## src/wdtr_pkg.sv

```systemverilog
// ----------------------------------------------------------------------------
// Watchdog timer registers: package
// Field widths, command and offset codes, control bits and reset constants.
// ----------------------------------------------------------------------------
package wdtr_pkg;

  localparam int unsigned DATA_W = 32;
  localparam int unsigned IDX_W  = 3;
  localparam int unsigned CMD_W  = 2;
  localparam int unsigned KEY_W  = 16;

  typedef logic [DATA_W-1:0] data_t;
  typedef logic [IDX_W-1:0]  idx_t;
  typedef logic [KEY_W-1:0]  key_t;

  // Item commands; the fourth code does nothing
  typedef enum logic [CMD_W-1:0] {
    CMD_TICK  = 2'd0,
    CMD_READ  = 2'd1,
    CMD_WRITE = 2'd2
  } cmd_t;

  // Word offsets of the register map
  typedef enum logic [IDX_W-1:0] {
    OFS_COUNTER  = 3'd0,
    OFS_LOAD     = 3'd1,
    OFS_RESTART  = 3'd2,
    OFS_CONTROL  = 3'd3,
    OFS_STATUS   = 3'd4,
    OFS_STAT_CLR = 3'd5,
    OFS_REVISION = 3'd7
  } reg_idx_t;

  // Control word bits
  localparam int unsigned CTL_ENABLE_BIT = 0;
  localparam int unsigned CTL_SYSRST_BIT = 1;
  localparam int unsigned CTL_IRQEN_BIT  = 2;

  // Status clear bit
  localparam int unsigned STAT_CLR_BIT = 0;

  localparam data_t REVISION_WORD = 32'h0001_0601;
  localparam data_t LOAD_AT_RESET = 32'h03EF_1480;
  localparam key_t  KEY_AT_RESET  = 16'h5AB9;

endpackage

```

## src/watchdog_timer_registers_top.sv

```systemverilog
// ----------------------------------------------------------------------------
// Watchdog timer registers: top level
// Accepted words go through the input stage into the result registers, which
// load when empty or being taken; one word per cycle while out_ready is high.
// Rate is set by the combinational state update between input and result regs.
// Synchronous active-low reset restores control and state regs; no clearing pass.
// ----------------------------------------------------------------------------
module watchdog_timer_registers_top #(
  parameter int unsigned COUNT_WIDTH = 32
) (
  input  logic                   clk,
  input  logic                   rst_n,
  // configuration port
  input  logic                   cfg_write_en,
  input  wdtr_pkg::key_t         cfg_write_data,
  // input channel
  input  logic                   in_valid,
  output logic                   in_ready,
  input  logic [1:0]             in_cmd,
  input  wdtr_pkg::idx_t         in_reg_index,
  input  wdtr_pkg::data_t        in_write_data,
  // result channel
  output logic                   out_valid,
  input  logic                   out_ready,
  output wdtr_pkg::data_t        out_read_data,
  output logic                   out_irq_level,
  output logic                   out_reset_pulse
);
  import wdtr_pkg::*;

  localparam logic [COUNT_WIDTH-1:0] COUNT_MAX   = {COUNT_WIDTH{1'b1}};
  localparam data_t                  COUNT_MAX_W = data_t'(COUNT_MAX);
  localparam logic [COUNT_WIDTH-1:0] COUNT_ONE   = COUNT_WIDTH'(1);

  // input stage
  logic            s1_valid_r;
  logic [1:0]      s1_cmd_r;
  idx_t            s1_idx_r;
  data_t           s1_data_r;

  // watchdog state
  key_t                   key_r;
  data_t                  load_r, load_nxt;
  data_t                  ctl_r, ctl_nxt;
  logic                   expired_r, expired_nxt;
  logic [COUNT_WIDTH-1:0] rem_r, rem_nxt;
  logic                   running_r, running_nxt;
  logic                   armed_r, armed_nxt;

  // result stage
  logic            out_valid_r, out_valid_nxt;
  data_t           rd_r, rd_nxt;
  logic            irq_r, irq_nxt;
  logic            pulse_r, pulse_nxt;

  logic                   s2_adv;
  logic [COUNT_WIDTH-1:0] reload_val;
  logic [COUNT_WIDTH-1:0] rem_dec;
  data_t                  rem_w;
  data_t                  counter_view;

  // Advance a word into the result register when it is empty or being taken
  assign s2_adv   = s1_valid_r && (!out_valid_r || out_ready);
  assign in_ready = !s1_valid_r || s2_adv;

  // Reload value: max(load, 1), saturated to the counter width
  always_comb begin
    if (load_r == '0) begin
      reload_val = COUNT_ONE;
    end else if (load_r > COUNT_MAX_W) begin
      reload_val = COUNT_MAX;
    end else begin
      reload_val = load_r[COUNT_WIDTH-1:0];
    end
  end

  assign rem_dec      = rem_r - COUNT_ONE;
  assign rem_w        = data_t'(rem_r);
  assign counter_view = ctl_r[CTL_ENABLE_BIT] ?
                        ((rem_w < load_r) ? rem_w : load_r) : load_r;

  // Apply the held word to the state and form its result
  always_comb begin
    load_nxt    = load_r;
    ctl_nxt     = ctl_r;
    expired_nxt = expired_r;
    rem_nxt     = rem_r;
    running_nxt = running_r;
    armed_nxt   = armed_r;
    rd_nxt      = '0;
    pulse_nxt   = 1'b0;
    unique case (s1_cmd_r)
      CMD_TICK: begin
        if (armed_r) begin
          rem_nxt = rem_dec;
          if (rem_dec == '0) begin
            armed_nxt   = 1'b0;
            expired_nxt = 1'b1;
            pulse_nxt   = ctl_r[CTL_SYSRST_BIT];
          end
        end
      end
      CMD_READ: begin
        unique case (s1_idx_r)
          OFS_COUNTER:  rd_nxt = counter_view;
          OFS_LOAD:     rd_nxt = load_r;
          OFS_CONTROL:  rd_nxt = ctl_r;
          OFS_STATUS:   rd_nxt = data_t'(expired_r);
          OFS_REVISION: rd_nxt = REVISION_WORD;
          default:      rd_nxt = '0;
        endcase
      end
      CMD_WRITE: begin
        unique case (s1_idx_r)
          OFS_LOAD: load_nxt = s1_data_r;
          OFS_RESTART: begin
            if (ctl_r[CTL_ENABLE_BIT] && (s1_data_r == data_t'(key_r))) begin
              rem_nxt   = reload_val;
              armed_nxt = 1'b1;
            end
          end
          OFS_CONTROL: begin
            ctl_nxt = s1_data_r;
            if (s1_data_r[CTL_ENABLE_BIT]) begin
              if (!running_r) begin
                running_nxt = 1'b1;
                rem_nxt     = reload_val;
                armed_nxt   = 1'b1;
              end
            end else begin
              running_nxt = 1'b0;
              armed_nxt   = 1'b0;
            end
          end
          OFS_STAT_CLR: begin
            if (s1_data_r[STAT_CLR_BIT]) begin
              expired_nxt = 1'b0;
            end
          end
          default: ;
        endcase
      end
      default: ;
    endcase
    irq_nxt = expired_nxt && ctl_nxt[CTL_IRQEN_BIT];
  end

  // Hold the result until taken, drop valid once taken
  always_comb begin
    if (s2_adv) begin
      out_valid_nxt = 1'b1;
    end else if (out_ready) begin
      out_valid_nxt = 1'b0;
    end else begin
      out_valid_nxt = out_valid_r;
    end
  end

  // Control and state registers
  always_ff @(posedge clk) begin
    if (!rst_n) begin
      s1_valid_r  <= 1'b0;
      out_valid_r <= 1'b0;
      key_r       <= KEY_AT_RESET;
      load_r      <= LOAD_AT_RESET;
      ctl_r       <= '0;
      expired_r   <= 1'b0;
      rem_r       <= '0;
      running_r   <= 1'b0;
      armed_r     <= 1'b0;
    end else begin
      if (in_ready) begin
        s1_valid_r <= in_valid;
      end
      out_valid_r <= out_valid_nxt;
      if (cfg_write_en) begin
        key_r <= cfg_write_data;
      end
      if (s2_adv) begin
        load_r    <= load_nxt;
        ctl_r     <= ctl_nxt;
        expired_r <= expired_nxt;
        rem_r     <= rem_nxt;
        running_r <= running_nxt;
        armed_r   <= armed_nxt;
      end
    end
  end

  // Payload registers
  always_ff @(posedge clk) begin
    if (in_valid && in_ready) begin
      s1_cmd_r  <= in_cmd;
      s1_idx_r  <= in_reg_index;
      s1_data_r <= in_write_data;
    end
    if (s2_adv) begin
      rd_r    <= rd_nxt;
      irq_r   <= irq_nxt;
      pulse_r <= pulse_nxt;
    end
  end

  assign out_valid       = out_valid_r;
  assign out_read_data   = rd_r;
  assign out_irq_level   = irq_r;
  assign out_reset_pulse = pulse_r;

endmodule

```

## config.mk

```make
export PLATFORM = sky130hd
export DESIGN_NAME = watchdog_timer_registers_top
export DESIGN_NICKNAME = d
export VERILOG_FILES = /design/src/wdtr_pkg.sv /design/src/watchdog_timer_registers_top.sv
export SDC_FILE = /design/constraint.sdc
export NUM_CORES = 1
export LEC_CHECK = 0
export ABC_AREA = 1
export ABC_CLOCK_PERIOD_IN_PS = 2700
export BUFFER_PORTS_ARGS = -buffer_cell sky130_fd_sc_hd__clkbuf_2
export CORE_MARGIN = 10
export CORE_UTILIZATION = 60
export CTS_CLUSTER_DIAMETER = 40
export DETAILED_ROUTE_END_ITERATION = 6
export GPL_TIMING_DRIVEN = 0
export PLACE_DENSITY = 0.8
export SYNTH_ARGS = -nofsm -noshare
export SYNTH_HDL_FRONTEND = slang
export SYNTH_SLANG_ARGS = --single-unit
```

## constraint.sdc

```tcl
create_clock -name clk -period 2.7 [get_ports clk]
set_input_delay 0.54 -clock clk [delete_from_list [all_inputs] [get_ports clk]]
set_output_delay 0.54 -clock clk [all_outputs]
set_load 0.05 [all_outputs]
```

==> results of run 1 <==
[how the worst max path moves through the flow]
stage / startpoint / endpoint / slack [ns]
after floorplan: out_valid / s1_cmd_r[0] / 0.42
after global placement: load_r[27] / out_read_data[16] / -0.14
after detailed placement: load_r[27] / out_read_data[16] / -0.13
after CTS: rem_r[0] / armed_r / 0.008
after global routing: load_r[19] / out_read_data[16] / -0.04
final: load_r[9] / out_read_data[16] / 0.05
[worst max-delay path: stages, from the launching register on]
cell      delay [ns]
dfxtp_1         0.34
inv_1           0.13
ha_1            0.34
a21oi_1         0.14
nand3b_1        0.12
a21oi_1         0.06
nor3_1          0.15
nand3_1         0.17
nand2_2         0.20
nand2_2         0.13
buf_2           0.22
nand2_1         0.09
nand3_1         0.06
a21oi_1         0.27
[cell type report]
type | instances | share of cell area
tap | 220 | 0.0238
clock buffer | 17 | 0.0368
multi-input combinational | 994 | 0.420
sequential | 187 | 0.386
clock inverter | 15 | 0.0175
inverter | 150 | 0.0487
timing repair buffer | 96 | 0.0442
buffer | 61 | 0.0234
[repair_timing]
action	CTS	global route
pin swaps	0	1
cloned	0	0
buffers inserted	0	3
resized for setup	5	20
hold buffers	0	0
endpoints found under the setup margin	26	35
[metrics by stage]
| stage | instance area (um2) | hold WS (ns) | worst slack [ns] | std cells |
|---|---|---|---|---|
| after floorplan | 10100 | 0.430 | 0.416 | 1393 |
| after global placement | 10800 | 0.459 | -0.140 | 1705 |
| after detailed placement | 10800 | 0.463 | -0.133 | 1705 |
| after CTS | 11500 | 0.258 | 0.00819 | 1737 |
| after global routing | 11600 | 0.254 | -0.0354 | 1740 |
| final | 11600 | 0.256 | 0.0541 | 1740 |
[sequential cells by signal (all words and copies together), names as in the netlist, 2 cells and up]
name	count
rem_r	32
load_r	32
key_r	16
ctl_r	32
s1_data_r	32
out_read_data	32
s1_cmd_r	2
s1_idx_r	3
[power by group through the flow]
stage / clock network, mW / logic, mW / registers [mW]
detailed placement: 0 / 1.13 / 3.17
global placement: 0 / 1.12 / 3.17
finish: 2.63 / 1.18 / 3.11
global route: 2.73 / 1.31 / 3.12
CTS: 2.62 / 1.14 / 3.10
floorplan: 0 / 0.726 / 3.22
[cells in the mapped netlist]
master / n
a211oi_1: 1
a21boi_2: 1
a21oi_1: 101
and2_0: 1
buf_1: 3
buf_2: 6
buf_4: 2
buf_6: 3
clkbuf_1: 48
dfxtp_1: 116
edfxtp_1: 71
ha_1: 33
inv_1: 143
inv_2: 7
nand2_1: 324
nand2_2: 1
nand3_1: 105
nand3_2: 1
nand3_4: 1
nand3b_1: 2
nand4_1: 25
nand4_2: 1
nor2_1: 194
nor2_2: 12
nor2_4: 3
nor3_1: 8
nor3_2: 1
nor4_1: 8
nor4_2: 1
o2111ai_1: 1
o211ai_1: 13
o21a_1: 1
o21ai_0: 129
o21ai_1: 7
o221ai_1: 1
o22ai_1: 7
o31ai_1: 1
xnor2_1: 6
xor2_1: 4
[logic make-up (layout without fill, tap and decap cells)]
group	after synthesis	in the layout	synth area share
buf+inv	212	339	0.0826
flops	187	187	0.442
simple gates	688	688	0.289
compound gates	263	263	0.137
xor+xnor	10	10	0.00869
fa+ha+maj	33	33	0.0410
[metal layers]
metal	global-route usage	share of wire	wire length (um)
met4	0.122	0.034	1120
met3	0.0574	0.094	3050
met1	0.379	0.42	13700
met2	0.459	0.45	14700
met5	0	0	0
==> out/qor.csv, run 1 <==
metric,value,unit
status,"complete, no violations",
fin_skew,0.0236,ns
hold_depth,1,
syn_inst,1393,
reg2reg_depth,13,
hpwlAfterDp,24800,um
synth_top_area_frac,0.230,
crit_type,flop to flop,
post-route-util,0.699,
final_cell_mix,"nand2_1, nor2_1, inv_1, o21ai_0, dfxtp_1",
cts_sinks,187,
grt_pass1_vias,9329,
critPathMaxFanout,10,
antennaDiodeCount,0,
power.total,6.92,mW
fillerInstances,1409,
endpoint_kind,flop,
drive_gt1_frac,0.124,
clockBufferDepth,2,
hold_viol,0,
wire_per_inst,18.7,um
p_seq_frac,0.449,
crit_arrival,2.88,ns
rrSetupSlack,0.05,ns
p_sw,2.26,mW
cts_max_level,4,
regArea,4450,um2
synth_top_cell_by_area,dfxtp_1,
syn_nets,1484,
cp.required,2.94,ns
vias_per_cell,5.78,
tightestPinTransition,0.837,ns
comb_power_share,0.170,
power_leakage,5.23,nW
die_h,150,um
grt_pass1_wl,50700,um
clk_root_buffer_cell,clkbuf_16,
grt_use_total,0.290,
clk_pin_slew,0.08,ns
drv_cap,0,
ant_nets,0,
clockPowerShare,0.381,
fp.dieW,150,um
swShare,0.327,
ys_warn_count,0,
drt_iter0_markers,1289,
ys_top_cells_by_area,"dfxtp_1, edfxtp_1, nand2_1",
holdPathEnd,s1_data_r[28],
peakVddDrop,0.000462,V
cts_tree,yes,
numCtsBuffers,17,
num_rows,47,
critPathLaunchType,flop,
period_minus_slack,2.65,ns
num_vias,10100,
firstDrtPassIters,5,
grt.overflow.total,0,
route.detailed.drc,0,
fin_setup_tns,0,ns
fp.coreArea,16500,um2
layout_commonest_cell,nand2_1,
nets,1598,
multi_input_area,4850,um2
start_util,0.610,
reg2reg_from,load_r[9],
antenna_found_initial,0,
ys_seq_area_frac,0.442,
syn-cell-area,10100,um2
fmax,378,MHz
finalSetupViolations,0,
ios,94,
synth-seq-cells,187,
period_share,0.980,
place_congestion,1.03,
rr_endpoint,out_read_data[16],
synth_cell_types,39,
wl,32600,um
hp-class,primary input to flop,
internal_power,4.66,mW
port_buffers,92,
layout-area-overhead-vs-synth,14.6,%
grt_max_degree,38,
slew_headroom,0.441,
avgSynthCellArea,7.24,um2
dieArea,22400,um2
clock_latency,0.46,ns
hp-start,in_write_data[28],
p_per_area,599,nW/um2
finalMaxSlewViolations,0,
Power figures use the tool's default switching activity.
==> run 2, diff against run 1 <==
Settings changed: ABC_CLOCK_PERIOD_IN_PS 2700 to 2200, CORE_UTILIZATION 60 to 54, PLACE_DENSITY 0.8 to 0.76.
Clock period 2.7 ns to 2.2 ns, I/O delays scaled along.
==> run 2 against run 1 <==
Against the previous run: the run now ends with negative setup slack left; worst hold slack got worse by 0.090 ns; final area increased by 14%; core utilization increased by 2.7 points; clock power increased by 19%; total power increased by 26%; non-clock buffer count increased by 41; register-to-register slack got worse by 0.19 ns; via count increased by 4.2%; clock skew decreased by 0.013 ns; sequential share of layout area decreased by 4.4 points; critical path type unchanged; critical endpoint is now out_read_data[10]; largest cell class unchanged.
==> out/qor.csv, run 2 (synthesis gave the netlist of run 1 again) <==
metric,value,unit
status,"finished, violations left",
violations,negative setup slack,
clock_latency,0.44,ns
nets,1641,
met2_usage,0.419,
endpoint_kind,flop,
cts_max_level,4,
period_minus_slack,2.34,ns
num_vias,10500,
critPathLaunchType,flop,
tightestPinTransition,1.15,ns
grt_use_total,0.269,
ant_nets,0,
finalSetupViolations,36,
grt.overflow.total,0,
post-route-util,0.726,
grt_pass1_wl,52000,um
numCtsBuffers,17,
ios,94,
critPathMaxFanout,6,
hpwlAfterDp,24800,um
start_util,0.556,
slew_headroom,0.230,
fin_skew,0.0109,ns
final_cell_mix,"nand2_1, nor2_1, o21ai_0, inv_1, clkbuf_2",
layout-area-overhead-vs-synth,30.7,%
antenna_found_initial,1,
met1_usage,0.358,
finalMaxSlewViolations,0,
postLayoutSetupSlackWorst,-0.140,ns
crit_arrival,2.51,ns
post-route-cell-area,13200,um2
cts_sinks,187,
drive_gt1_frac,0.303,
drv_cap,0,
p_per_area,660,nW/um2
fp.coreArea,18100,um2
crit_type,flop to flop,
fp.dieW,157,um
period_share,1.06,
hold_viol,0,
cts_tree,yes,
peakVddDrop,0.000547,V
post_layout_nonfiller_instances,1793,
hp-class,primary input to flop,
use_met3,0.0406,
grt_pass1_vias,9574,
wl,35400,um
place_inst,1714,
power_leakage,5.68,nW
dieArea,24500,um2
firstDrtPassIters,6,
drt_iter0_markers,1376,
grt_setup_unrepaired,yes,
num_rows,49,
clk_root_buffer_cell,clkbuf_16,
layout_commonest_cell,nand2_1,
fmax,427,MHz
grt_max_degree,38,
place_congestion,0.935,
route.detailed.drc,0,
globalRoute.busiestLayer,met2,
port_buffers,92,
cp.required,2.37,ns
dpl_cell_area,10800,um2
clockBufferDepth,2,
die_h,157,um
wire_per_inst,19.7,um
vias_per_cell,5.84,
clk_pin_slew,0.08,ns
==> run 2: what timing repair did <==
action                     CTS  global route
resized for setup          194           196
hold buffers                 0             0
setup buffers               20            17
gates cloned                 5             5
setup endpoints to repair   86           155
pin swaps                   43            66
==> run 2: layout make-up <==
class / count / area [um2]
Clock buffer: 18 / 429
Clock inverter: 14 / 165
Timing Repair inverter: 1 / 7.51
Fill cell: 1351 / 4970
Sequential cell: 187 / 4500
Multi-Input combinational cell: 995 / 5910
Buffer: 61 / 379
Antenna cell: 1 / 2.50
Inverter: 150 / 596
Tap cell: 229 / 287
Timing Repair Buffer: 137 / 896
==> run 2: report_power, final <==
group,internal [mW],leakage (nW),switching [mW]
Combinational,0.573,3.75,1.16
Clock,1.55,0.291,1.59
Sequential,3.71,1.64,0.113
==> run 2: final timing paths <==
check	start	to	slack, ns	cells past startpoint
worst max register to register	rem_r[13]	out_read_data[10]	-0.14	11
worst min register to register	key_r[9]	key_r[9]	0.48	2
worst max-delay path	rem_r[13]	out_read_data[10]	-0.14	11
worst min-delay path	in_write_data[1]	s1_data_r[1]	0.17	1
==> run 2: routing by layer <==
layer | share of wire | wire length (um) | vias up
met1 | 0.41 | 14500 | 4791
met3 | 0.093 | 3290 | 105
met4 | 0.044 | 1560 | 0
li1 | - | - | 4925
met5 | 0 | 0 | -
met2 | 0.45 | 16100 | 654
==> run 2: through the flow <==
| stage | hold slack (ns) | power (mW) | TNS [ns] | worst slack, ns |
|---|---|---|---|---|
| 6_report | 0.166 | 8.70 | -1.74 | -0.140 |
| 5_1_grt | 0.156 | 9.00 | -7.43 | -0.209 |
| 4_1_cts | 0.157 | 8.45 | -0.483 | -0.0490 |
| 3_5_place_dp | 0.463 | 5.26 | -29.05 | -0.673 |
| 3_3_place_gp | 0.459 | 5.24 | -24.19 | -0.597 |
| 2_1_floorplan | 0.430 | 4.85 | 0 | 0.0903 |
==> run 2: worst max-delay path, cell delays in order (launching register included) <==
cell	delay (ns)
dfxtp_1	0.48
ha_1	0.30
a21oi_1	0.15
nor2_1	0.07
nor3_2	0.17
nand3_1	0.14
nand2_4	0.17
buf_6	0.15
clkbuf_16	0.14
nand3_1	0.12
nand3_2	0.12
a21oi_2	0.06
